--- config.mk ---
export PLATFORM = sky130hd
export DESIGN_NAME = rhh_mod
export DESIGN_NICKNAME = d
export VERILOG_FILES = /design/src/sv/rhh_pkg.sv /design/src/sv/rhh_mod.sv
export SDC_FILE = /design/constraint.sdc
export NUM_CORES = 1
export LEC_CHECK = 0
export BUFFER_PORTS_ARGS = -buffer_cell sky130_fd_sc_hd__buf_2
export CAP_MARGIN = 10
export CORE_MARGIN = 5
export CORE_UTILIZATION = 49
export DETAILED_ROUTE_END_ITERATION = 8
export PLACE_DENSITY_LB_ADDON = 0.3
export SYNTH_ARGS = -nofsm -noshare
export SYNTH_HDL_FRONTEND = slang
export SYNTH_SLANG_ARGS = --single-unit
--- constraint.sdc ---
create_clock -name clock -period 12.15 [get_ports clock]
set_clock_uncertainty 0.15 [all_clocks]
set_input_delay 1.215 -clock clock [delete_from_list [all_inputs] [get_ports clock]]
set_output_delay 1.215 -clock clock [all_outputs]
set_load 0.02 [all_outputs]
--- src/sv/rhh_pkg.sv ---
`timescale 1ns / 1ps
`default_nettype none

package rhh_pkg;

   localparam int HASH_W    = 32;
   localparam int TAG_W     = 32;
   localparam int ENTRY_W   = HASH_W + TAG_W;
   localparam int KEY_IN_W  = 256;
   localparam int DIV_BITS  = 4;
   localparam int SLOT_W    = 10;
   localparam int LP_OUT_W  = 11;
   localparam int TS_W      = 11;
   localparam int KB_W      = 6;
   localparam int CSR_IDX_W = 2;
   localparam int CSR_W     = 11;

   typedef enum logic [CSR_IDX_W-1:0] {
      CSR_TABLE_SIZE = 2'd0,
      CSR_KEY_BYTES  = 2'd1
   } csr_index_type;

   typedef enum logic [1:0] {
      CMD_INSERT = 2'd0,
      CMD_FIND   = 2'd1,
      CMD_CLEAR  = 2'd2
   } command_type;

   typedef enum logic [2:0] {
      STS_INSERTED  = 3'd0,
      STS_FOUND     = 3'd1,
      STS_NOT_FOUND = 3'd2,
      STS_FULL      = 3'd3,
      STS_ZERO_HASH = 3'd4
   } status_type;

   typedef enum logic [3:0] {
      S_CLEAR,
      S_IDLE,
      S_HOME,
      S_SCAN_RD,
      S_SCAN_EV,
      S_INS_RD,
      S_INS_EV,
      S_INS_DIV,
      S_FIND_RD,
      S_FIND_EV,
      S_DONE
   } state_type;

   typedef struct packed {
      logic [1:0]  command;
      logic [31:0] hash_value;
      logic [31:0] entry_tag;
      logic [63:0] key_word0;
      logic [63:0] key_word1;
      logic [63:0] key_word2;
      logic [63:0] key_word3;
   } req_type;

   typedef struct packed {
      logic [2:0]          status;
      logic [SLOT_W-1:0]   slot_index;
      logic [LP_OUT_W-1:0] longest_probe_out;
      logic                resize_wanted;
   } rsp_type;

   typedef struct packed {
      logic rd;
      logic wr_entry;
      logic wr_key;
   } mem_ctl_type;

endpackage

`default_nettype wire

--- src/sv/rhh_mod.sv ---
`timescale 1ns / 1ps
`default_nettype none

// Remainder of a 32-bit hash by the table size, DIV_BITS bits per cycle.
module rhh_mod #(
   parameter int SZ_W = 11
) (
   input  wire logic                          clock,
   input  wire logic                          reset,
   input  wire logic                          start,
   input  wire logic [rhh_pkg::HASH_W-1:0]    dividend,
   input  wire logic [SZ_W-1:0]               divisor,
   output logic                               done,
   output logic [SZ_W-1:0]                    remainder
);

   localparam int RW    = SZ_W + 1;
   localparam int STEPS = rhh_pkg::HASH_W / rhh_pkg::DIV_BITS;
   localparam int CW    = (STEPS > 1) ? $clog2(STEPS) : 1;

   logic                         busy_ff, busy_in;
   logic                         done_ff, done_in;
   logic [CW-1:0]                cnt_ff, cnt_in;
   logic [rhh_pkg::HASH_W-1:0]   dvd_ff, dvd_in;
   logic [RW-1:0]                rem_ff, rem_in;
   logic [SZ_W-1:0]              dvs_ff, dvs_in;
   logic [RW-1:0]                r;
   logic [rhh_pkg::HASH_W-1:0]   d;

   // Shift in DIV_BITS dividend bits, subtract where the partial remainder allows
   always_comb begin
      r = rem_ff;
      d = dvd_ff;
      for (int k = 0; k < rhh_pkg::DIV_BITS; k++) begin
         r = {r[RW-2:0], d[rhh_pkg::HASH_W-1]};
         d = {d[rhh_pkg::HASH_W-2:0], 1'b0};
         if (r >= {1'b0, dvs_ff}) begin
            r = r - {1'b0, dvs_ff};
         end
      end
   end

   always_comb begin
      busy_in = busy_ff;
      done_in = 1'b0;
      cnt_in  = cnt_ff;
      dvd_in  = dvd_ff;
      rem_in  = rem_ff;
      dvs_in  = dvs_ff;
      if (start) begin
         busy_in = 1'b1;
         cnt_in  = '0;
         dvd_in  = dividend;
         rem_in  = '0;
         dvs_in  = divisor;
      end else if (busy_ff) begin
         dvd_in = d;
         rem_in = r;
         cnt_in = cnt_ff + 1'b1;
         if (cnt_ff == CW'(STEPS - 1)) begin
            busy_in = 1'b0;
            done_in = 1'b1;
         end
      end
   end

   always_ff @(posedge clock) begin
      if (reset) begin
         busy_ff <= 1'b0;
         done_ff <= 1'b0;
         cnt_ff  <= '0;
      end else begin
         busy_ff <= busy_in;
         done_ff <= done_in;
         cnt_ff  <= cnt_in;
      end
      dvd_ff <= dvd_in;
      rem_ff <= rem_in;
      dvs_ff <= dvs_in;
   end

   assign done      = done_ff;
   assign remainder = rem_ff[SZ_W-1:0];

endmodule

`default_nettype wire

==> flow_summary_export.csv, run 1 <==
group,metric,value,unit
setup_path,r2r_start,"dvs_ff[0]",
logic_synthesis,synth_area,0.00464,mm2
cells_and_area,diodes,0,
cells_and_area,fillers,828,
cells_and_area,multi_input_area,0.00288,mm2
logic_synthesis,synth_edf_count,43,
setup_path,crit_type,"register to register",
routing,drt-initial-drc-count,185,
setup_path,cp.arrival,10.13,ns
cts,ctsHoldBuffers,0,
die,io_pins,58,
logic_synthesis,synth_nets,548,
routing,vias,3602,
routing,first_pass_iters,5,
timing,rsz0062_at_grt,"false",
logic_synthesis,synthFlopType,"edfxtp_1",
logic_synthesis,synth_seq_cells,59,
die,dieArea,0.0115,mm2
timing,hold_viol,0,
timing,hold_ws,0.383,ns
setup_path,r2r-end,"rem_ff[0]",
logic_synthesis,ys_warn_count,0,
routing,ant_nets,0,
logic_synthesis,syn_inst,452,
cells_and_area,final_common_cell,"buf_2",
timing,post-route-period-util,82.5,%
cts,clock_latency,0.34,ns
routing,finalWirelength,10900,um
logic_synthesis,synth_top_area_cell,"edfxtp_1",
hold_path,worstHoldPathType,"register to register",
global_routing,grt_pass1_vias,3681,
cells_and_area,layout.nets,608,
run_status,status,"finished clean",
place,io_buffers,57,
cells_and_area,syn_to_final_growth,13.3,%
cells_and_area,final_cell_mix,"57 x buf_2, 49 x mux2_2, 46 x ha_1, 43 x edfxtp_1, 30 x nor2_1",
die,die-width,107,um
place,dp_hpwl,8800,um
flow_run,cap_viol_max_count,0,
setup_path,crit_end,"rem_ff[0]",
setup_path,required,12.26,ns
global_routing,grt_max_degree,54,
logic_synthesis,seq_area_frac_synth,34.7,%
logic_synthesis,synth-async-reset-ratio,0,%
die,die_h,107,um
cts,cts_resized,0,
setup_path,crit_start,"dvs_ff[0]",
setup_path,slowest_stage,"mux2i_2",
place,place_congestion,0.922,
timing,final.setup.tns,0,ns
cts,cts_tree,"done",
timing,finalSetupViolations,0,
cells_and_area,regArea,0.00161,mm2
cts,cts_buffer_depth,2,
logic_synthesis,synth.top_cell.area_share,27.8,%
timing,max_slew_margin,45.0,%
cts,numCtsBuffers,9,
global_routing,grt_pass1_wl,17900,um
place,dp.cells,630,
cts,clk_pin_slew,0.08,ns
logic_synthesis,synthTopCellsByArea,"edfxtp_1 28%, ha_1 12%, mux2_2 12%",
timing,tightestPinTransition,0.808,ns
cells_and_area,instances_no_fill,646,
logic_synthesis,syn_area_per_cell,10.3,um2
cells_and_area,post-route-util,56.9,%
cells_and_area,drive_gt1_share,25.9,%
setup_path,r2r_cells,36,
setup_path,cp-start-kind,"register",
cts,postCtsSetupRepairBufs,0,
die,fp.coreArea,0.00924,mm2
routing,vias_per_cell,5.58,
routing,wl_per_cell,16.9,um
global_routing,gr-total-overflow,0,
setup_path,r2r_slack,2.13,ns
timing,fin_crit,10.02,ns
routing,drc,0,
logic_synthesis,yosysUniqueCellTypes,61,
timing,finalMaxSlewViolations,0,
setup_path,path_max_fanout,14,
cts,clockRootBuffer,"clkbuf_8",
setup_path,critPathMaxStageDelay,0.65,ns
setup_path,critPathCaptureType,"register",
timing,fmax,99.8,MHz
global_routing,antenna_found_initial,0,
cts,htree_levels,3,
global_routing,track_usage,19.8,%
die,rows,35,
cts,cts_num_sinks,59,
die,start_util,50.2,%
[how the worst min path moves through the flow]
stage,from,to,slack (ns),depth (start not counted)
global route,dvd_ff[17],dvd_ff[21],0.41,1
CTS,cnt_ff[1],cnt_ff[1],0.39,2
global placement,cnt_ff[2],cnt_ff[2],0.37,2
finish,cnt_ff[1],cnt_ff[1],0.38,2
detailed placement,cnt_ff[1],cnt_ff[1],0.37,2
floorplan,cnt_ff[1],cnt_ff[1],0.35,2
[stage by stage]
step	setup slack (ns)	instance area, um2
floorplan	3.34	4640
global placement	2.52	5050
detailed placement	2.26	5050
CTS	2.21	5250
global route	1.37	5250
finish	2.13	5250
[critical path, delay by kind of cell, from the launching register on]
kind / cells / cell delay (ns)
compound gates: 16 / 3.93
simple gates: 9 / 1.51
flops: 1 / 0.46
fa+ha+maj: 5 / 1.76
mux: 4 / 1.84
buf+inv: 2 / 0.26
[final cells by class]
cell class	instances	share of cell area, %
tap	129	3.07
timing repair buffer	59	5.72
sequential	59	30.7
clock inverter	7	1.57
multi-input combinational	357	54.8
clock buffer	9	2.36
inverter	26	1.86
[synth_stat cells, drive strengths merged, types with 11 or more instances]
| master | n |
|---|---|
| mux2 | 49 |
| ha | 46 |
| edfxtp | 43 |
| nor2 | 30 |
| nand2 | 29 |
| inv | 26 |
| a21oi | 23 |
| o21ai | 23 |
| xnor2 | 18 |
| dfxtp | 16 |
| xor2 | 13 |
| mux2i | 12 |
| a21o | 11 |
[cell families after synthesis]
| family | count (synthesis) | synth area share (%) |
|---|---|---|
| adder cells (fa/ha/maj) | 50 | 14.1 |
| AND/OR/NAND/NOR | 115 | 12.5 |
| buffers and inverters | 36 | 3.24 |
| AO/OA/AOI/OAI | 100 | 15.0 |
| multiplexers | 61 | 14.6 |
| XOR/XNOR | 31 | 5.85 |
| flip-flops | 59 | 34.7 |
[state kept, by name (all words and copies together), names as in the netlist]
| signal | count |
|---|---|
| busy_ff | 1 |
| done | 1 |
| dvd_ff | 32 |
| dvs_ff | 11 |
| cnt_ff | 3 |
| rem_ff | 11 |
[routing by layer]
metal | global-route usage [%] | part of all wire [%] | wire length, um | vias to the layer above
met5 | 0 | 0 | 0 | -
met4 | 5.48 | 0.99 | 108 | 0
met3 | 2.82 | 4.5 | 492 | 8
met2 | 33.5 | 48 | 5220 | 84
met1 | 26.6 | 47 | 5080 | 1704
li1 | - | - | - | 1806
Power of run 1 is left out: the tool's default activity adds up to more than one toggle a clock period on the data nets, which glitch-free logic cannot reach.
==> run 2: changes to the inputs <==
Clock period 12.15 ns to 8.91 ns, I/O delays scaled along.
==> run 2 against run 1 <==
Against the previous run: cell count increased by 3.7%; setup slack got worse by 1.9 ns; utilization increased by 2.5 points; final area increased by 4.4%; critical path depth increased by 2; hold slack got worse by 0.0049 ns.
==> flow_summary_export.csv, run 2 (synthesis results as in run 1) <==
group,metric,value,unit
die,fp.coreArea,0.00924,mm2
setup_path,crit_type,"register to register",
routing,wl_per_cell,17.8,um
timing,hold_viol,0,
place,dp.cells,646,
setup_path,slowest_stage,"edfxtp_1",
setup_path,cp-start-kind,"register",
die,start_util,50.2,%
cells_and_area,multi_input_area,0.00296,mm2
timing,post-route-period-util,97.2,%
cells_and_area,drive_gt1_share,31.2,%
cells_and_area,fillers,800,
setup_path,critPathMaxStageDelay,0.44,ns
cts,clock_latency,0.34,ns
global_routing,gr-total-overflow,0,
cts,numCtsBuffers,9,
setup_path,path_max_fanout,9,
place,io_buffers,57,
routing,drc,0,
global_routing,grt_pass1_vias,3839,
routing,first_pass_iters,5,
setup_path,cp.arrival,8.78,ns
cts,htree_levels,3,
cts,cts_num_sinks,59,
cts,cts_tree,"done",
timing,tightestPinTransition,0.618,ns
global_routing,track_usage,20.9,%
cells_and_area,largest_register,"dvd_ff",
die,die_h,107,um
run_status,status,"finished clean",
global_routing,antenna_found_initial,0,
cells_and_area,largest_reg_flops,32,
routing,finalWirelength,11900,um
global_routing,grt_pass1_wl,18500,um
timing,finalSetupViolations,0,
routing,drt-initial-drc-count,246,
timing,fmax,115,MHz
cts,clk_pin_slew,0.08,ns
cells_and_area,layout.nets,632,
cells_and_area,diodes,0,
routing,wirelength_met1,5120,um
cts,cts_buffer_depth,2,
cells_and_area,final_common_cell,"buf_2",
global_routing,grt_max_degree,54,
hold_path,worstHoldPathType,"register to register",
die,die-width,107,um
routing,wl_met3,744,um
place,place_congestion,0.974,
routing,dr_wl_met2,5820,um
die,dieArea,0.0115,mm2
routing,highest_layer,"met4",
cells_and_area,syn_to_final_growth,18.2,%
timing,final.setup.tns,0,ns
cells_and_area,final_cell_mix,"57 x buf_2, 49 x mux2_2, 43 x edfxtp_1, 42 x ha_1",
timing,finalMaxSlewViolations,0,
routing,vias_per_cell,5.78,
place,dp_hpwl,9280,um
cells_and_area,regArea,0.00161,mm2
setup_path,required,9.03,ns
setup_path,critPathCaptureType,"register",
die,io_pins,58,
cts,clockRootBuffer,"clkbuf_8",
flow_run,cap_viol_max_count,0,
routing,ant_nets,0,
die,rows,35,
cells_and_area,instances_no_fill,670,
routing,vias,3871,
cells_and_area,top_regs,"dvd_ff x32, dvs_ff x11, rem_ff x11",
timing,max_slew_margin,58.7,%
cells_and_area,post-route-util,59.3,%
timing,fin_crit,8.66,ns
## run 2: changes by cell type in the layout (fill, tap and decap cells not counted), moves of 2 or more
cell | before | now
buf_4 | 2 | 26
ha_1 | 46 | 42
ha_4 | 0 | 4
a21oi_1 | 23 | 21
a21oi_2 | 0 | 2
o21ai_0 | 20 | 18
## run 2: timing repair
item                                    CTS  global route
hold buffers                              0             0
gates cloned                              0             0
pin swaps                                 0             6
endpoints found under the hold margin     0             0
setup buffers                             0             8
endpoints found under the setup margin    8            11
resized for setup                         1            13
## run 2: worst paths after layout
path | endpoint | slack, ns | startpoint | cells after the start
worst max register to register | rem_ff[0] | 0.25 | dvs_ff[0] | 38
worst min-delay path | rem_ff[10] | 0.38 | rem_ff[10] | 2
worst min register to register | rem_ff[10] | 0.38 | rem_ff[10] | 2
worst max-delay path | rem_ff[0] | 0.25 | dvs_ff[0] | 38
## run 2: layout make-up
type	instances	share of cell area [%]
Multi-Input combinational cell	357	53.9
Sequential cell	59	29.4
Timing Repair Buffer	83	8.76
Tap cell	129	2.94
Clock buffer	9	2.26
Inverter	26	1.78
Clock inverter	7	0.958
## run 2: metal layers
metal	up-vias	GRT usage, %
li1	1853	-
met1	1855	26.3
met2	137	35.5
met3	26	4.02
met4	0	7.49
met5	-	0
## run 2: worst max-delay path: cells and delay by family (launching register included)
| family | cells | cell delay, ns |
|---|---|---|
| AND/OR/NAND/NOR | 9 | 1.24 |
| multiplexers | 4 | 1.23 |
| AO/OA/AOI/OAI | 16 | 3.31 |
| buffers and inverters | 4 | 0.52 |
| adder cells (fa/ha/maj) | 5 | 1.64 |
| flip-flops | 1 | 0.44 |
## run 2: per-stage QoR
stage               setup slack [ns]  hold slack [ns]  area (um2)
CTS                           0.0247            0.382        5350
finish                         0.247            0.378        5480
global route                  -0.196            0.398        5480
detailed placement           0.00177            0.369        5170
global placement               0.249            0.363        5170
floorplan                      0.100            0.347        4640
Power of run 2 is left out for the same reason.
==> run 3: changes to the inputs <==
Settings changed: CORE_MARGIN 5 to 1.
==> run 3 against run 2 <==
Against the previous run: non-clock buffer count down 4; flip-flop and latch count stayed put; fmax up 2.2%; wire length down 7.7%.
==> flow_summary_export.csv, run 3 (synthesis results as in run 1) <==
group,metric,value,unit
cells_and_area,instances_no_fill,648,
run_status,status,"finished clean",
timing,max_slew_margin,58.9,%
cells_and_area,syn_to_final_growth,18.2,%
cells_and_area,multi_input_area,0.00298,mm2
timing,rsz0062_at_grt,"false",
cells_and_area,top_regs,"dvd_ff x32, dvs_ff x11, rem_ff x11",
routing,vias_per_cell,5.84,
setup_path,critPathCaptureType,"register",
die,die_h,99.3,um
hold_path,worstHoldPathType,"register to register",
setup_path,path_max_fanout,8,
global_routing,gr-total-overflow,0,
routing,first_pass_iters,5,
timing,fmax,118,MHz
routing,vias,3784,
cells_and_area,largest_reg_flops,32,
timing,hold_viol,0,
cells_and_area,layout.nets,628,
die,io_pins,58,
flow_run,cap_viol_max_count,0,
cells_and_area,final_common_cell,"buf_2",
cells_and_area,fillers,778,
routing,ant_nets,0,
global_routing,grt_pass1_vias,3781,
place,place_congestion,0.925,
setup_path,crit_type,"register to register",
die,rows,35,
timing,post-route-period-util,95.2,%
cts,numCtsBuffers,9,
setup_path,cp.arrival,8.56,ns
timing,tightestPinTransition,0.599,ns
timing,finalSetupViolations,0,
die,fp.coreArea,0.00920,mm2
setup_path,slowest_stage,"edfxtp_1",
place,dp_slack,-0.0473,ns
setup_path,critPathMaxStageDelay,0.43,ns
cts,clockRootBuffer,"clkbuf_8",
global_routing,grt_pass1_wl,17900,um
routing,drc,0,
cts,clock_latency,0.33,ns
cts,htree_levels,3,
die,die-width,99.3,um
global_routing,grt_max_degree,54,
setup_path,required,8.99,ns
cells_and_area,largest_register,"dvd_ff",
setup_path,cp-start-kind,"register",
place,io_buffers,57,
cts,ctsHoldBuffers,0,
timing,fin_ws,0.430,ns
cells_and_area,regArea,0.00161,mm2
die,start_util,50.4,%
cts,clk_pin_slew,0.07,ns
routing,finalWirelength,11000,um
cells_and_area,fin_area,0.00548,mm2
cells_and_area,diodes,0,
timing,fin_crit,8.48,ns
place,dp.cells,622,
die,dieArea,0.00986,mm2
place,dp_hpwl,8530,um
routing,drt-initial-drc-count,199,
setup_path,critPathTopFamily,"compound AO/OA/AOI/OAI gates",
global_routing,antenna_found_initial,0,
cts,cts_num_sinks,59,
global_routing,track_usage,23.3,%
timing,finalMaxSlewViolations,0,
setup_path,cp_num_buf_inv,3,
cells_and_area,post-route-util,59.6,%
cts,cts_tree,"done",
cells_and_area,drive_gt1_share,33.3,%
cells_and_area,final_cell_mix,"57 x buf_2, 49 x mux2_2, 43 x edfxtp_1, 40 x ha_1, 29 x nand2_1",
cts,cts_buffer_depth,2,
place,dpl-instance-area,0.00510,mm2
routing,wl_per_cell,17.0,um
## run 3: final timing paths
| path | startpoint | to | slack, ns | cells after the start |
|---|---|---|---|---|
| max reg2reg | dvs_ff[0] | rem_ff[4] | 0.43 | 36 |
| min | cnt_ff[2] | cnt_ff[2] | 0.39 | 2 |
| min reg2reg | cnt_ff[2] | cnt_ff[2] | 0.39 | 2 |
| max | dvs_ff[0] | rem_ff[4] | 0.43 | 36 |
## run 3: through the flow
| step | setup TNS (ns) | hold slack, ns |
|---|---|---|
| final | 0 | 0.387 |
| after global routing | 0 | 0.408 |
| after CTS | 0 | 0.393 |
| after detailed placement | -0.0797 | 0.380 |
| after global placement | 0 | 0.364 |
| after floorplan | 0 | 0.347 |
## run 3: layout make-up
cell class              count  area share (%)
clock buffers              10            2.33
repair buffers             79            8.29
clock inverters             6            1.21
inverters                  26            1.83
multi-input cells         357            54.4
flip-flops and latches     59            29.4
well taps                 111            2.53
## run 3: layer usage
metal | vias to the layer above | GRT usage (%) | wire [um] | share of wire (%)
li1 | 1851 | - | - | -
met1 | 1807 | 30.8 | 4960 | 45
met2 | 107 | 38.5 | 5310 | 48
met3 | 19 | 3.94 | 592 | 5.4
met4 | 0 | 8.71 | 164 | 1.5
met5 | - | 0 | 0 | 0
## run 3: worst min-delay path, stage by stage (launching register included)
cell,delay (ns)
dfxtp_1,0.32
mux2i_1,0.12
nor3_1,0.05
## run 3: what timing repair did
action,4_1_cts,5_1_grt
cloned,0,0
endpoints found under the setup margin,6,11
buffers inserted,0,10
resized for setup,1,31
pin swaps,0,10
Power of run 3 is left out for the same reason.
