`src/sv/rhh_pkg.sv`:
```
`timescale 1ns / 1ps
`default_nettype none

package rhh_pkg;

   localparam int HASH_W    = 32;
   localparam int TAG_W     = 32;
   localparam int ENTRY_W   = HASH_W + TAG_W;
   localparam int KEY_IN_W  = 256;
   localparam int DIV_BITS  = 4;
   localparam int SLOT_W    = 10;
   localparam int LP_OUT_W  = 11;
   localparam int TS_W      = 11;
   localparam int KB_W      = 6;
   localparam int CSR_IDX_W = 2;
   localparam int CSR_W     = 11;

   typedef enum logic [CSR_IDX_W-1:0] {
      CSR_TABLE_SIZE = 2'd0,
      CSR_KEY_BYTES  = 2'd1
   } csr_index_type;

   typedef enum logic [1:0] {
      CMD_INSERT = 2'd0,
      CMD_FIND   = 2'd1,
      CMD_CLEAR  = 2'd2
   } command_type;

   typedef enum logic [2:0] {
      STS_INSERTED  = 3'd0,
      STS_FOUND     = 3'd1,
      STS_NOT_FOUND = 3'd2,
      STS_FULL      = 3'd3,
      STS_ZERO_HASH = 3'd4
   } status_type;

   typedef enum logic [3:0] {
      S_CLEAR,
      S_IDLE,
      S_HOME,
      S_SCAN_RD,
      S_SCAN_EV,
      S_INS_RD,
      S_INS_EV,
      S_INS_DIV,
      S_FIND_RD,
      S_FIND_EV,
      S_DONE
   } state_type;

   typedef struct packed {
      logic [1:0]  command;
      logic [31:0] hash_value;
      logic [31:0] entry_tag;
      logic [63:0] key_word0;
      logic [63:0] key_word1;
      logic [63:0] key_word2;
      logic [63:0] key_word3;
   } req_type;

   typedef struct packed {
      logic [2:0]          status;
      logic [SLOT_W-1:0]   slot_index;
      logic [LP_OUT_W-1:0] longest_probe_out;
      logic                resize_wanted;
   } rsp_type;

   typedef struct packed {
      logic rd;
      logic wr_entry;
      logic wr_key;
   } mem_ctl_type;

endpackage

`default_nettype wire

```
`src/sv/rhh_ctrl.sv`:
```
`timescale 1ns / 1ps
`default_nettype none

// Command sequencer: home lookup, empty scan, Robin Hood walk, find, clear.
module rhh_ctrl #(
   parameter int CAPACITY      = 1024,
   parameter int MAX_KEY_BYTES = 32,
   parameter int PROBE_FLOOR   = 24
) (
   input  wire logic                                   clock,
   input  wire logic                                   reset,
   input  wire logic                                   req_valid,
   output logic                                        req_stall,
   input  wire rhh_pkg::req_type                       req_data,
   output logic                                        rsp_valid,
   input  wire logic                                   rsp_stall,
   output rhh_pkg::rsp_type                            rsp_data,
   input  wire logic [rhh_pkg::TS_W-1:0]               table_size,
   input  wire logic [rhh_pkg::KB_W-1:0]               key_bytes,
   output rhh_pkg::mem_ctl_type                        mem_ctl,
   output logic [$clog2(CAPACITY)-1:0]                 mem_addr,
   output logic [rhh_pkg::ENTRY_W-1:0]                 mem_wr_entry,
   output logic [MAX_KEY_BYTES*8-1:0]                  mem_wr_key,
   input  wire logic [rhh_pkg::ENTRY_W-1:0]            mem_rd_entry,
   input  wire logic [MAX_KEY_BYTES*8-1:0]             mem_rd_key,
   output logic                                        div_start,
   output logic [rhh_pkg::HASH_W-1:0]                  div_dividend,
   output logic [$clog2(CAPACITY+1)-1:0]               div_divisor,
   input  wire logic                                   div_done,
   input  wire logic [$clog2(CAPACITY+1)-1:0]          div_rem
);

   localparam int IDX_W = $clog2(CAPACITY);
   localparam int SZ_W  = $clog2(CAPACITY + 1);
   localparam int PW    = (SZ_W > 9) ? SZ_W : 9;
   localparam int KW    = MAX_KEY_BYTES * 8;
   localparam int KBE_W = $clog2(MAX_KEY_BYTES + 1);

   rhh_pkg::state_type          state_ff, state_in;
   logic [IDX_W-1:0]            idx_ff, idx_in;
   logic [IDX_W-1:0]            home_ff, home_in;
   logic [SZ_W-1:0]             step_ff, step_in;
   logic [PW-1:0]               probe_ff, probe_in;
   logic [PW-1:0]               lp_ff, lp_in;
   logic [1:0]                  cmd_ff, cmd_in;
   logic [rhh_pkg::HASH_W-1:0]  hash_ff, hash_in;
   logic [rhh_pkg::ENTRY_W-1:0] cur_ff, cur_in;
   logic [KW-1:0]               ck_ff, ck_in;
   logic [2:0]                  sts_ff, sts_in;
   logic [IDX_W-1:0]            slot_ff, slot_in;
   logic                        clr_rsp_ff, clr_rsp_in;
   logic                        rsp_valid_ff, rsp_valid_in;
   rhh_pkg::rsp_type            rsp_ff, rsp_in;

   logic [SZ_W-1:0]             size_eff;
   logic [KBE_W-1:0]            kb_eff;
   logic [KW-1:0]               kmask;
   logic [rhh_pkg::KEY_IN_W-1:0] key_all;
   logic [IDX_W-1:0]            idx_next;
   logic [SZ_W-1:0]             idx_e;
   logic [SZ_W-1:0]             res_dist;
   logic [PW-1:0]               last;
   logic [rhh_pkg::HASH_W-1:0]  res_hash;
   logic                        accept;

   // Clamp the configuration to the legal ranges
   always_comb begin
      if (table_size < rhh_pkg::TS_W'(2)) begin
         size_eff = SZ_W'(2);
      end else if (32'(table_size) > 32'(CAPACITY)) begin
         size_eff = SZ_W'(CAPACITY);
      end else begin
         size_eff = SZ_W'(table_size);
      end
      if (key_bytes == '0) begin
         kb_eff = KBE_W'(1);
      end else if (32'(key_bytes) > 32'(MAX_KEY_BYTES)) begin
         kb_eff = KBE_W'(MAX_KEY_BYTES);
      end else begin
         kb_eff = KBE_W'(key_bytes);
      end
   end

   // Byte mask of the compared key length
   always_comb begin
      for (int b = 0; b < MAX_KEY_BYTES; b++) begin
         kmask[b*8 +: 8] = (b < int'(kb_eff)) ? 8'hFF : 8'h00;
      end
   end

   assign key_all  = {req_data.key_word3, req_data.key_word2,
                      req_data.key_word1, req_data.key_word0};
   assign idx_e    = SZ_W'(idx_ff);
   assign idx_next = (idx_e + 1'b1 == size_eff) ? '0 : idx_ff + 1'b1;
   assign res_dist = (idx_e >= div_rem) ? idx_e - div_rem : idx_e + size_eff - div_rem;
   assign last     = (lp_ff < PW'(size_eff - 1'b1)) ? lp_ff : PW'(size_eff - 1'b1);
   assign res_hash = mem_rd_entry[rhh_pkg::HASH_W-1:0];
   assign accept   = req_valid && !req_stall;

   assign req_stall    = (state_ff != rhh_pkg::S_IDLE);
   assign div_divisor  = size_eff;
   assign div_dividend = (state_ff == rhh_pkg::S_IDLE) ? req_data.hash_value : res_hash;
   assign mem_addr     = idx_ff;
   assign mem_wr_entry = (state_ff == rhh_pkg::S_CLEAR) ? '0 : cur_ff;
   assign mem_wr_key   = ck_ff;

   always_comb begin
      state_in     = state_ff;
      idx_in       = idx_ff;
      home_in      = home_ff;
      step_in      = step_ff;
      probe_in     = probe_ff;
      lp_in        = lp_ff;
      cmd_in       = cmd_ff;
      hash_in      = hash_ff;
      cur_in       = cur_ff;
      ck_in        = ck_ff;
      sts_in       = sts_ff;
      slot_in      = slot_ff;
      clr_rsp_in   = clr_rsp_ff;
      rsp_in       = rsp_ff;
      rsp_valid_in = rsp_valid_ff && rsp_stall;
      mem_ctl      = '0;
      div_start    = 1'b0;

      unique case (state_ff)
         // Sweep every slot to empty
         rhh_pkg::S_CLEAR: begin
            mem_ctl.wr_entry = 1'b1;
            if (idx_ff == IDX_W'(CAPACITY - 1)) begin
               idx_in   = '0;
               state_in = clr_rsp_ff ? rhh_pkg::S_DONE : rhh_pkg::S_IDLE;
            end else begin
               idx_in = idx_ff + 1'b1;
            end
         end

         rhh_pkg::S_IDLE: begin
            if (accept) begin
               cmd_in     = req_data.command;
               hash_in    = req_data.hash_value;
               cur_in     = {req_data.entry_tag, req_data.hash_value};
               ck_in      = key_all[KW-1:0] & kmask;
               slot_in    = '0;
               clr_rsp_in = 1'b0;
               case (req_data.command) inside
                  rhh_pkg::CMD_INSERT, rhh_pkg::CMD_FIND: begin
                     if (req_data.hash_value == '0) begin
                        sts_in   = rhh_pkg::STS_ZERO_HASH;
                        state_in = rhh_pkg::S_DONE;
                     end else begin
                        div_start = 1'b1;
                        state_in  = rhh_pkg::S_HOME;
                     end
                  end
                  rhh_pkg::CMD_CLEAR: begin
                     idx_in     = '0;
                     clr_rsp_in = 1'b1;
                     sts_in     = rhh_pkg::STS_INSERTED;
                     state_in   = rhh_pkg::S_CLEAR;
                  end
                  default: begin
                     sts_in   = rhh_pkg::STS_NOT_FOUND;
                     state_in = rhh_pkg::S_DONE;
                  end
               endcase
            end
         end

         // Wait for the home slot of the request hash
         rhh_pkg::S_HOME: begin
            if (div_done) begin
               home_in  = IDX_W'(div_rem);
               idx_in   = IDX_W'(div_rem);
               step_in  = '0;
               probe_in = '0;
               state_in = (cmd_ff == rhh_pkg::CMD_INSERT) ? rhh_pkg::S_SCAN_RD
                                                          : rhh_pkg::S_FIND_RD;
            end
         end

         rhh_pkg::S_SCAN_RD: begin
            mem_ctl.rd = 1'b1;
            state_in   = rhh_pkg::S_SCAN_EV;
         end

         // Look for any empty slot before moving entries
         rhh_pkg::S_SCAN_EV: begin
            if (res_hash == '0) begin
               idx_in   = home_ff;
               state_in = rhh_pkg::S_INS_RD;
            end else if (step_ff + 1'b1 == size_eff) begin
               sts_in   = rhh_pkg::STS_FULL;
               state_in = rhh_pkg::S_DONE;
            end else begin
               step_in  = step_ff + 1'b1;
               idx_in   = idx_next;
               state_in = rhh_pkg::S_SCAN_RD;
            end
         end

         rhh_pkg::S_INS_RD: begin
            mem_ctl.rd = 1'b1;
            state_in   = rhh_pkg::S_INS_EV;
         end

         // Place into an empty slot, else get the resident's home
         rhh_pkg::S_INS_EV: begin
            if (res_hash == '0) begin
               mem_ctl.wr_entry = 1'b1;
               mem_ctl.wr_key   = 1'b1;
               if (probe_ff > lp_ff) begin
                  lp_in = probe_ff;
               end
               sts_in   = rhh_pkg::STS_INSERTED;
               state_in = rhh_pkg::S_DONE;
            end else begin
               div_start = 1'b1;
               state_in  = rhh_pkg::S_INS_DIV;
            end
         end

         // Swap with a resident closer to its home, then advance
         rhh_pkg::S_INS_DIV: begin
            if (div_done) begin
               if (PW'(res_dist) < probe_ff) begin
                  mem_ctl.wr_entry = 1'b1;
                  mem_ctl.wr_key   = 1'b1;
                  if (probe_ff > lp_ff) begin
                     lp_in = probe_ff;
                  end
                  cur_in   = mem_rd_entry;
                  ck_in    = mem_rd_key;
                  probe_in = PW'(res_dist) + 1'b1;
               end else begin
                  probe_in = probe_ff + 1'b1;
               end
               idx_in   = idx_next;
               state_in = rhh_pkg::S_INS_RD;
            end
         end

         rhh_pkg::S_FIND_RD: begin
            mem_ctl.rd = 1'b1;
            state_in   = rhh_pkg::S_FIND_EV;
         end

         // Compare hash and masked key, stop at the longest probe
         rhh_pkg::S_FIND_EV: begin
            if (res_hash == hash_ff && (mem_rd_key & kmask) == ck_ff) begin
               slot_in  = idx_ff;
               sts_in   = rhh_pkg::STS_FOUND;
               state_in = rhh_pkg::S_DONE;
            end else if (PW'(step_ff) == last) begin
               sts_in   = rhh_pkg::STS_NOT_FOUND;
               state_in = rhh_pkg::S_DONE;
            end else begin
               step_in  = step_ff + 1'b1;
               idx_in   = idx_next;
               state_in = rhh_pkg::S_FIND_RD;
            end
         end

         // Hand the word to the output register once it is free
         rhh_pkg::S_DONE: begin
            if (!rsp_valid_ff || !rsp_stall) begin
               rsp_in.status            = sts_ff;
               rsp_in.slot_index        = rhh_pkg::SLOT_W'(slot_ff);
               rsp_in.longest_probe_out = rhh_pkg::LP_OUT_W'(lp_ff);
               rsp_in.resize_wanted     = (lp_ff > PW'(PROBE_FLOOR));
               rsp_valid_in             = 1'b1;
               state_in                 = rhh_pkg::S_IDLE;
            end
         end

         default: begin
            state_in = rhh_pkg::S_IDLE;
         end
      endcase
   end

   always_ff @(posedge clock) begin
      if (reset) begin
         state_ff     <= rhh_pkg::S_CLEAR;
         idx_ff       <= '0;
         clr_rsp_ff   <= 1'b0;
         lp_ff        <= PW'(PROBE_FLOOR);
         rsp_valid_ff <= 1'b0;
      end else begin
         state_ff     <= state_in;
         idx_ff       <= idx_in;
         clr_rsp_ff   <= clr_rsp_in;
         lp_ff        <= lp_in;
         rsp_valid_ff <= rsp_valid_in;
      end
      home_ff  <= home_in;
      step_ff  <= step_in;
      probe_ff <= probe_in;
      cmd_ff   <= cmd_in;
      hash_ff  <= hash_in;
      cur_ff   <= cur_in;
      ck_ff    <= ck_in;
      sts_ff   <= sts_in;
      slot_ff  <= slot_in;
      rsp_ff   <= rsp_in;
   end

   assign rsp_valid = rsp_valid_ff;
   assign rsp_data  = rsp_ff;

endmodule

`default_nettype wire

```
`config.mk`:
```
export PLATFORM = sky130hd
export DESIGN_NAME = rhh_ctrl
export DESIGN_NICKNAME = d
export VERILOG_FILES = /design/src/sv/rhh_pkg.sv /design/src/sv/rhh_ctrl.sv
export SDC_FILE = /design/constraint.sdc
export NUM_CORES = 1
export LEC_CHECK = 0
export ABC_AREA = 1
export BUFFER_PORTS_ARGS = -buffer_cell sky130_fd_sc_hd__buf_2
export CORE_AREA = 2 2 420 422
export DETAILED_ROUTE_END_ITERATION = 10
export DIE_AREA = 0 0 422 424
export HOLD_SLACK_MARGIN = 0.12
export PLACE_DENSITY = 0.4
export SLEW_MARGIN = 20
export SYNTH_ARGS = -nofsm -noshare
export SYNTH_HDL_FRONTEND = slang
export SYNTH_SLANG_ARGS = --single-unit
export TNS_END_PERCENT = 30
```
`constraint.sdc`:
```
create_clock -name clock -period 29.5 [get_ports clock]
set_clock_uncertainty 0.15 [all_clocks]
set_input_delay 4.425 -clock clock [delete_from_list [all_inputs] [get_ports clock]]
set_output_delay 4.425 -clock clock [all_outputs]
set_load 0.005 [all_outputs]
```
==> metrics.md, run 1 <==
| Metric | Value |
|---|---|
| Status | finished clean |
| Initial antenna violation count | 97 |
| Critical path peak fanout | 20 |
| Setup bufs post-CTS | 0 |
| Syn Inst Count | between 4000 and 5000 |
| Startpoint Class | input port |
| Tot Pwr | ~2.6 mW |
| Num rows | 154 |
| Synth area leader | edfxtp_1 |
| Starting Density | 17.4% |
| Worst min path class | register to register |
| DR pass1 iterations | 6 |
| Post-synth EDFFs | 424 |
| Synth area leaders | edfxtp_1, nand2_1, nand3_1 |
| H-tree levels | 3 |
| Int Power | 1.58 mW |
| Final Hold Viols | 0 |
| Nets | roughly 6000 |
| Netlist cell types | 58 |
| Min Tclk post-route | 14.97 ns |
| Core area | 0.175 mm² |
| CTS resizes | 0 |
| Setup Crit Path Kind | input port to output pin |
| Setup_tns | 0 ns |
| Slowest CP cell | fa_1 |
| Final period utilization | 50.8% |
| Dominant synthesized flop cell | edfxtp_1 |
| Critical Path AT | around 10 ns |
| Pins Over Slew Limit | 0 |
| PnR worst setup slack | 14.53 ns |
| Hold buffers post-CTS | 0 |
| PwrDens | 64.5 mW/mm² |
| Most common cell in the netlist | nand2_1 |
| Clock power frac | 31.6% |
| Vias per cell | 4.36 |
| # clock sinks | 451 |
| CTS tree | yes |
| Mapped Area | 0.0304 mm² |
| Mean Syn Cell Area | around 7.4 µm² |
| Die height | 424 µm |
| Worst Path Required | 24.93 ns |
| Place WS | between 10 and 15 ns |
| First-pass GRT wire length | between 200000 and 300000 µm |
| Setup crit end kind | output pin |
| CTS buffer count | 67 |
| Clk pin slew, worst setup/hold paths | 0.05 ns |
| Dpl cell area | 0.0383 mm² |
| Final setup viols | 0 |
| Post-Synthesis Net Count | 4850 |
| Fill cells | 20000 |
| Unrepaired setup endpoints after global routing | no |
| Fraction of power spent switching nets | 39.5% |
| P_leak | 19.3 nW |
| Area delta synth->final | 33.6% |
| Utilization after layout | a little under a quarter |
| Slew headroom | 21.9% |
| Register bit total from synthesis | 451 |
| Deepest clock path buffer count | 3 |
| Most used cell along the critical path | nand2_1 |
| Post-synthesis sequential area ratio | a little over two fifths |
| Max-Cap Viols | 0 |
| Die ar. | between 0.15 and 0.2 mm² |
| Die X | about 420 µm |
| Psw | 1.03 mW |
| Detailed Route Iter0 Violations | 2407 |
| Clock latency on the worst-skew pair | 0.68 ns |
| Maximum VDD drop | 0.0000311 V |
| Ys Warns | 0 |
| Slew @ Worst Pin | 1.17 ns |
| Largest stage delay, worst path | 0.57 ns |
| DRT Wirelength | 185000 µm |
| Logic gate share of total power | 34.5% |
| Post-synth top cells | nand2_1, inv_1, edfxtp_1 |
| Largest net degree at the start of global routing | 146 |
| Wire per inst | 24.5 µm |
| Gp weighted congestion | 0.965 |
| Residual DRC count | 0 |
| Post-route ant nets | 0 |
| All-Layer GR Usage | 19.9% |
| Layout cells sized above 1 | around a quarter |
| Area share of the largest cell type after synthesis | 41.9% |
| Reg power frac | 33.9% |
| Final non-filler cell area | 0.0406 mm² |
| I/O pins | about 1100 |
| Vias | 32900 |
| Placed Cells | 7401 |
| Clock Tree Root | clkbuf_16 |
| GRT Residual Overflow | 0 |
| Max Freq | 0.0668 GHz |
| Final hold slack | around 0.27 ns |
| Fin cells | 7558 |
| Asr flop ratio synth | 0% |
| Hpwl dp | 151000 µm |
| Number of global-route vias before repair | 31600 |
| Port Buffers | 1078 |
## metal layers
metal	routed length, µm	GRT usage, %	part of all wire [%]
met4	6440	7.30	3.5
met1	70600	22.2	38
met3	11200	4.85	6.1
met2	96600	36.3	52
met5	369	0	0.20
## sequential cells by signal, summed over array words and instances, names as in the netlist, 10 cells and up
| signal | count |
|---|---|
| mem_wr_key | 256 |
| home_ff | 10 |
| lp_ff | 11 |
| step_ff | 11 |
| hash_ff | 32 |
| cur_ff | 64 |
| mem_addr | 10 |
| slot_ff | 10 |
| probe_ff | 11 |
| rsp_data | 25 |
## cell type report
cell class / count / area, µm² / share of cell area [%]
tap: 2340 / 2930 / 7.22
timing repair buffer: 1114 / 5730 / 14.1
antenna: 34 / 85.1 / 0.210
multi-input combinational: 3013 / 14600 / 36.0
clock buffer: 86 / 1790 / 4.41
clock inverter: 35 / 342 / 0.842
inverter: 485 / 1830 / 4.52
sequential: 451 / 13300 / 32.7
## worst max-delay path: cells and delay by family
kind                     cells  cell delay (ns)
buffers and inverters        7             1.01
XOR/XNOR                     1             0.16
adder cells (fa/ha/maj)      3             1.33
AO/OA/AOI/OAI                8             1.38
AND/OR/NAND/NOR             12             2.09
## placed cells by master (no fill, tap or decap), drive strengths merged, types with 3 or more instances in the layout
cell / count
or2: 10
dfxtp: 27
clkbuf: 86
o21bai: 18
buf: 1114
xnor2: 43
edfxtp: 424
nand3: 382
o211ai: 8
o21ai: 367
ha: 56
nor4: 21
diode: 34
xor2: 51
a31oi: 4
nor3: 21
o22ai: 9
clkinv: 23
fa: 11
nand2: 1363
inv: 491
o41ai: 3
nor2: 382
nand3b: 90
o31ai: 5
bufinv: 5
o2111ai: 3
nand4: 75
a21oi: 69
## final timing paths
kind	from	end	slack (ns)	cells after the start
worst min register to register	slot_ff[1]	rsp_data[13]	0.27	0
worst max register to register	mem_addr[1]	mem_wr_key[14]	21.29	26
worst max-delay path	table_size[10]	mem_ctl[1]	14.53	31
worst min-delay path	slot_ff[1]	rsp_data[13]	0.27	0
## cell families after synthesis
group           share of synthesized area, %
xor+xnor                                2.71
compound gates                          8.98
simple gates                            33.1
buf+inv                                 8.42
mux                                   0.0330
flops                                   43.7
fa+ha+maj                               3.03
## power by group through the flow
stage / logic [mW] / clock network, mW / registers [mW]
2_1_floorplan: 0.481 / 0 / 0.928
3_3_place_gp: 0.913 / 0 / 0.897
3_5_place_dp: 0.908 / 0 / 0.898
4_1_cts: 0.913 / 0.853 / 0.886
5_1_grt: 1.00 / 0.874 / 0.895
6_report: 0.903 / 0.827 / 0.886
Power figures use the tool's default switching activity.
==> run 2, diff against run 1 <==
--- a/config.mk
+++ b/config.mk
@@ -11,7 +11,7 @@
 export DETAILED_ROUTE_END_ITERATION = 10
 export DIE_AREA = 0 0 422 424
 export HOLD_SLACK_MARGIN = 0.12
-export PLACE_DENSITY = 0.4
+export PLACE_DENSITY = 0.38
 export SLEW_MARGIN = 20
 export SYNTH_ARGS = -nofsm -noshare
 export SYNTH_HDL_FRONTEND = slang
==> constraint.sdc (replaced) <==
create_clock -name clock -period 13.9 [get_ports clock]
set_clock_uncertainty 0.15 [all_clocks]
set_input_delay 2.085 -clock clock [delete_from_list [all_inputs] [get_ports clock]]
set_output_delay 2.085 -clock clock [all_outputs]
set_load 0.005 [all_outputs]
==> run 2 against run 1 <==
  * Via count shrank 0.43%
  * First-iteration DRC count up 3.1%
  * Power increased by 110%
  * Register-to-register slack lost 15 ns
  * Clock power increased by 120%
  * Worst setup slack lost 10 ns
  * Critical path depth stayed put
  * Routed wire length shrank 0.18%
  * Combinational power is 110% higher
  * Cell area rose by 0.35%
  * Clock-buffer cell count increased by 9
==> metrics.md, run 2 (synthesis results as in run 1) <==
| Metric | Value |
|---|---|
| Gp weighted congestion | 0.911 (was 0.965) |
| Clock latency on the worst-skew pair | 0.67 ns (was 0.68 ns) |
| Core area | 0.175 mm² (unchanged) |
| Reg-to-reg setup timing slack | 6.71 ns (was 21.29 ns) |
| Setup bufs post-CTS | 0 (unchanged) |
| Multi-input gate area | 0.0147 mm² (was 0.0146 mm²) |
| Critical Path AT | 7.50 ns (was 10.40 ns) |
| Setup crit end kind | output pin (unchanged) |
| Slew headroom | 26.2% (was 21.9%) |
| Max reg flops | 256 (unchanged) |
| Vias per cell | 4.34 (was 4.36) |
| Critical path peak fanout | 20 (unchanged) |
| Clk pin slew, worst setup/hold paths | 0.05 ns (about the same) |
| Status | finished clean (unchanged) |
| H-tree levels | 3 (unchanged) |
| CTS buffer count | 69 (was 67) |
| All-Layer GR Usage | 19.8% (was 19.9%) |
| Setup Crit Path Kind | input port to output pin (unchanged) |
| DR pass1 iterations | 5 (was 6) |
| Most common cell after layout, fill and taps aside | nand2_1 (unchanged) |
| Worst Path Required | 11.66 ns (was 24.93 ns) |
| Max-Cap Viols | 0 (unchanged) |
| # clock sinks | 451 (unchanged) |
| PnR worst setup slack | 4.17 ns (was 14.53 ns) |
| Met1 usage | 22.3% (was 22.2%) |
| Initial antenna violation count | 78 (was 97) |
| Residual DRC count | 0 (unchanged) |
| Deepest clock path buffer count | 3 (unchanged) |
| Worst min path class | register to register (unchanged) |
| Largest net degree at the start of global routing | 131 (was 146) |
| DRT Wirelength | 185000 µm (about the same) |
| Final setup viols | 0 (unchanged) |
| Vias | 32800 (was 32900) |
| Area delta synth->final | 34.1% (was 33.6%) |
| Nets | 5874 (unchanged) |
| GRT Residual Overflow | 0 (unchanged) |
| P_leak | 19.3 nW (about the same) |
| R2R cell count | 25 (was 26) |
| Startpoint Class | input port (unchanged) |
| Post-route ant nets | 0 (unchanged) |
| Die ar. | 0.179 mm² (unchanged) |
| Clock power frac | 32.4% (was 31.6%) |
| I/O pins | 1079 (unchanged) |
| Fraction of power spent switching nets | 38.9% (was 39.5%) |
| Slowest CP cell | fa_1 (unchanged) |
| Reg power frac | 33.5% (was 33.9%) |
| GRT busiest layer | met2 (unchanged) |
| Final period utilization | 70.0% |
| Placed Cells | 7401 (unchanged) |
| Largest stage delay, worst path | 0.55 ns (was 0.57 ns) |
| Hold depth | 0 (unchanged) |
| Int Power | 3.43 mW (was 1.58 mW) |
| Sequential cell area | 0.0133 mm² (unchanged) |
| M2 GR Usage | 37.2% (was 36.3%) |
| Layout cells sized above 1 | 24.9% (was 24.5%) |
| Psw | 2.19 mW (was 1.03 mW) |
| Maximum VDD drop | 0.0000729 V (was 0.0000311 V) |
| Number of global-route vias before repair | 31700 (was 31600) |
| Hold buffers post-CTS | 0 (unchanged) |
| Num rows | 154 (unchanged) |
| Final Hold Viols | 0 (unchanged) |
| Detailed Route Iter0 Violations | 2482 (was 2407) |
| Die height | 424 µm (unchanged) |
| Unrepaired setup endpoints after global routing | no (unchanged) |
| Global-route met3 utilization | 4.13% (was 4.85%) |
| First-pass GRT wire length | 251000 µm (was 252000 µm) |
| Most used cell along the critical path | nand2_1 (unchanged) |
| Starting Density | 17.4% (unchanged) |
| Clock Tree Root | clkbuf_16 (unchanged) |
| Commonest cells after routing, fill and taps aside | nand2_1, buf_2, inv_1 (unchanged) |
| Fill cells | 19900 (was 20000) |
| Die X | 422 µm (unchanged) |
| Tot Pwr | 5.62 mW (was 2.62 mW) |
| Pins Over Slew Limit | 0 (unchanged) |
| Wire per inst | 24.5 µm (about the same) |
| Final non-filler cell area | 0.0407 mm² (was 0.0406 mm²) |
| Place WS | 4.12 ns (was 14.50 ns) |
| Slew @ Worst Pin | 1.11 ns (was 1.17 ns) |
| CTS tree | yes (unchanged) |
| Port Buffers | 1078 (unchanged) |
| CTS resizes | 0 (unchanged) |
| Dpl cell area | 0.0384 mm² (was 0.0383 mm²) |
| Max Freq | between 0.1 and 0.15 GHz |
| PwrDens | 138 mW/mm² (was 64.5 mW/mm²) |
| Fin cells | 7555 (was 7558) |
| Logic gate share of total power | 34.1% (was 34.5%) |
| Setup_tns | 0 ns (unchanged) |
| Hpwl dp | 151000 µm (about the same) |
| Min Tclk post-route | 9.73 ns |
[run 2: cell count changes in the layout (fill, tap and decap cells not counted), moves of 5 or more]
cell / before / now
nand2_1: 1346 / 1340
inv_1: 471 / 466
nand2_2: 16 / 21
clkbuf_1: 17 / 22
[run 2: final cells by class]
cell class / instances / area share [%]
Clock inverter: 29 / 0.775
Antenna cell: 30 / 0.184
Sequential cell: 451 / 32.6
Tap cell: 2340 / 7.19
Inverter: 485 / 4.51
Clock buffer: 95 / 4.69
Timing Repair Buffer: 1112 / 13.9
Multi-Input combinational cell: 3013 / 36.1
[run 2: worst max-delay path, delay by kind of cell]
kind	cells	cell delay (ns)
AND/OR/NAND/NOR	14	2.04
AO/OA/AOI/OAI	6	1.02
XOR/XNOR	1	0.13
adder cells (fa/ha/maj)	3	1.20
buffers and inverters	7	1.00
[run 2: power by group through the flow]
| stage | logic, mW | registers [mW] | clock network (mW) |
|---|---|---|---|
| final | 1.92 | 1.88 | 1.82 |
| after global routing | 2.15 | 1.90 | 1.92 |
| after CTS | 1.96 | 1.88 | 1.89 |
| after detailed placement | 1.95 | 1.91 | 0 |
| after global placement | 1.96 | 1.90 | 0 |
| after floorplan | 1.06 | 1.93 | 0 |
[run 2: layer usage]
metal  part of all wire (%)  routed length (µm)
met2                     53               97800
met4                    3.1                5740
met3                    5.7               10500
met5                   0.12                 231
met1                     38               70700
[run 2: per-stage QoR]
step                      utilization [%]  hold slack, ns
after floorplan                         -           0.250
after global placement               22.0           0.252
after detailed placement             22.0           0.256
after CTS                            23.2           0.269
after global routing                 23.2           0.277
final                                23.3           0.267
[run 2: worst paths after layout]
path                   from           end
min              slot_ff[9]  rsp_data[21]
max reg2reg     mem_addr[1]    cur_ff[48]
max          table_size[10]    mem_ctl[1]
min reg2reg      slot_ff[9]  rsp_data[21]
